`src/rffvt_fifo.sv`:
```
`default_nettype none
module rffvt_fifo #(
	parameter int WIDTH = 8,
	parameter int DEPTH = 4
) (
	input  wire logic             clk,
	input  wire logic             arst_n,
	input  wire logic             push,
	input  wire logic [WIDTH-1:0] wdata,
	input  wire logic             pop,
	output logic      [WIDTH-1:0] rdata,
	output logic                  empty,
	output logic                  full
);
	localparam int AW = $clog2(DEPTH);

	logic [WIDTH-1:0] mem_q [DEPTH];
	logic [AW:0]      wr_q;
	logic [AW:0]      rd_q;

	assign empty = (wr_q == rd_q);
	assign full  = (wr_q[AW] != rd_q[AW]) && (wr_q[AW-1:0] == rd_q[AW-1:0]);
	assign rdata = mem_q[rd_q[AW-1:0]];

	always_ff @(posedge clk or negedge arst_n) begin
		if (!arst_n) begin
			wr_q <= '0;
			rd_q <= '0;
		end else begin
			if (push && !full)
				wr_q <= wr_q + 1'b1;
			if (pop && !empty)
				rd_q <= rd_q + 1'b1;
		end
	end

	always_ff @(posedge clk) begin
		if (push && !full)
			mem_q[wr_q[AW-1:0]] <= wdata;
	end
endmodule
`default_nettype wire

```
`config.mk`:
```
export PLATFORM = sky130hd
export DESIGN_NAME = rffvt_fifo
export DESIGN_NICKNAME = d
export VERILOG_FILES = /design/src/rffvt_fifo.sv
export SDC_FILE = /design/constraint.sdc
export NUM_CORES = 1
export LEC_CHECK = 0
export BUFFER_PORTS_ARGS = -buffer_cell sky130_fd_sc_hd__clkbuf_2
export CORE_MARGIN = 2
export CORE_UTILIZATION = 40
export DETAILED_ROUTE_END_ITERATION = 12
export PLACE_DENSITY = 0.59
export RECOVER_POWER = 50
export REMOVE_ABC_BUFFERS = 1
export SLEW_MARGIN = 10
export SYNTH_ARGS = -nofsm -noshare
export SYNTH_HDL_FRONTEND = slang
export SYNTH_SLANG_ARGS = --single-unit
```
`constraint.sdc`:
```
create_clock -name clk -period 3.3 [get_ports clk]
set_clock_uncertainty 0.1 [all_clocks]
set_input_delay 0.66 -clock clk [delete_from_list [all_inputs] [get_ports clk]]
set_output_delay 0.66 -clock clk [all_outputs]
set_load 0.005 [all_outputs]
```
==> results_dict.tcl <==
set metrics [dict create \
    status "completed" \
    netlist_instances 93 \
    dr_wl_met2_um 1260 \
    cts_buffer_depth 2 \
    hold_violations 0 \
    start_kind "register" \
    antenna-diode-count 0 \
    final_core_util 0.470 \
    fin_total_pwr_w 0.00165 \
    grt_max_degree 13 \
    worstMarginPinSlew_ns 0.595 \
    mostFrequentLayoutCells "32 x edfxtp_1, 12 x clkbuf_2, 9 x clkbuf_1" \
    post-cts-setup-buffers 0 \
    die_h_um 68.9 \
    drv_slew 0 \
    irDropWorstVdd_mv 0.391 \
    die_area_um2 4750 \
    tritoncts "built" \
    grt_pass1_wl_um 4130 \
    yosysTopAreaCell "edfxtp_1" \
    min_path_type "input pin to async pin" \
    drc 0 \
    min_period_ns 2.53 \
    place_area_um2 1830 \
    cts_hold_buf 0 \
    root_buffer "clkbuf_8" \
    timing.final.crit_share 0.767 \
    drt_wl_total_um 2630 \
    first_pass_iters 4 \
    core_area_um2 4030 \
    drive_gt1_frac 0.218 \
    dieWidth_um 68.9 \
    final_cell_area_um2 1890 \
    synth_area_leaders "edfxtp_1 57%, mux4_1 9.4%, dfrtp_1 8.9%" \
    wl_met3_um 150 \
    critical_path_class "register to primary output" \
    wl_met1_um 1170 \
    via_per_inst 5.11 \
    num_io_pins 22 \
    ys_ff_latch 38 \
    synth_area_per_cell_um2 18.1 \
    cts_made_buffers 5 \
    rsz0062_at_grt "false" \
    cap_violations 0 \
    yosysSeqAreaShare 0.660 \
    p_leak_nw 0.718 \
    setup_viol 0 \
    p_per_area_nw_per_um2 870 \
    yosys_warnings 0 \
    synth_top_area_frac 0.571 \
    synth_area_um2 1680 \
    required_ns 2.54 \
    layout_commonest_cell "edfxtp_1" \
    routed.top_layer "met4" \
    end_kind "primary output" \
    grt.total_usage 0.130 \
    drtIter0Drc 37 \
    h-tree-depth 2 \
    critPathMaxFanout 11 \
    insertion_delay_ns 0.28 \
    overflow 0 \
    fmax_mhz 395 \
    antenna_found_initial 0 \
    tns_ns 0 \
    cts.clk_slew.worst_paths_ns 0.06 \
    final_nets 136 \
    gp_congestion 0.826 \
    grt_pass1_vias 872 \
    port-buffer-count 21 \
    ys_types 26 \
    routed_wire_length_per_instance_um 15.6 \
    syn_to_final_growth_pct 12.4 \
    start_util 0.418 \
    vias 864 \
    cts_resized 0 \
    row_count 23 \
    dp_hpwl_um 1860 \
    critPathArrivalTime_ns 1.77 \
    slew_headroom 0.603 \
    ant_nets 0 \
    clock-sinks 38 \
]
-- metal layers --
metal	GRT usage	vias to the layer above
met5	0	-
met4	0.0662	0
met3	0.0487	5
met2	0.208	29
met1	0.152	421
li1	-	409
-- stage by stage --
stage / hold slack [ns] / instances / setup slack (ns)
after CTS: 0.0942 / 169 / 0.707
after floorplan: 0.264 / 90 / 1.31
after detailed placement: 0.403 / 162 / 1.03
after global routing: 0.168 / 169 / 0.607
after global placement: 0.398 / 162 / 1.05
final: 0.152 / 169 / 0.767
-- cells in the mapped netlist --
library cell / instances
buf_6: 2
nor2_1: 2
and2_1: 4
xnor2_2: 2
ha_1: 5
buf_2: 1
inv_1: 5
and3_1: 2
nor3_1: 1
nand3_1: 3
nor3b_1: 1
a31oi_4: 1
a21o_1: 3
mux4_2: 2
a21oi_1: 2
xnor2_1: 2
mux4_1: 6
xor2_2: 1
nand2_1: 1
dfrtp_1: 6
a31oi_1: 2
edfxtp_1: 32
o21ai_0: 2
xor2_1: 2
nand2b_1: 2
a31oi_2: 1
-- worst max-delay path: stages (launching register included) --
cell      delay, ns
dfrtp_1        0.60
xnor2_2        0.55
and3_1         0.23
clkbuf_2       0.11
-- layout make-up --
cell class / instances / area, um2
sequential: 38 / 1110
clock buffer: 5 / 68.8
timing repair buffer: 22 / 101
clock inverter: 2 / 10.0
fill: 369 / 2140
multi-input combinational: 47 / 520
inverter: 5 / 18.8
tap: 50 / 62.6
-- power breakdown --
part	leakage, nW	internal, W	total, W	switching, W
logic	0.309	0.000301	0.000608	0.000307
registers	0.365	0.000648	0.000747	0.0000993
clock network	0.0438	0.000141	0.000292	0.000150
-- flip-flops by register name, indices dropped and copies added, names as in the netlist --
signal  count
mem_q      32
rd_q        3
wr_q        3
-- path summary, 6_finish.rpt --
path                         start           to  slack (ns)  cells past startpoint
min                         arst_n      wr_q[0]        0.15                      1
max reg2reg                rd_q[0]  mem_q[2][5]        1.05                      3
max                        rd_q[0]        empty        0.77                      3
min in group clk           wr_q[2]      wr_q[2]        0.51                      1
min reg2reg                wr_q[2]      wr_q[2]        0.51                      1
max in group asynchronous   arst_n      rd_q[0]        2.69                      1
-- logic make-up after synthesis --
group / after synthesis / synth area share
simple gates: 16 / 0.0527
mux: 8 / 0.120
xor+xnor: 7 / 0.0498
buf+inv: 8 / 0.0275
flops: 38 / 0.660
fa+ha+maj: 5 / 0.0371
compound gates: 11 / 0.0527
Note: power is estimated with default switching activity, not from simulation.
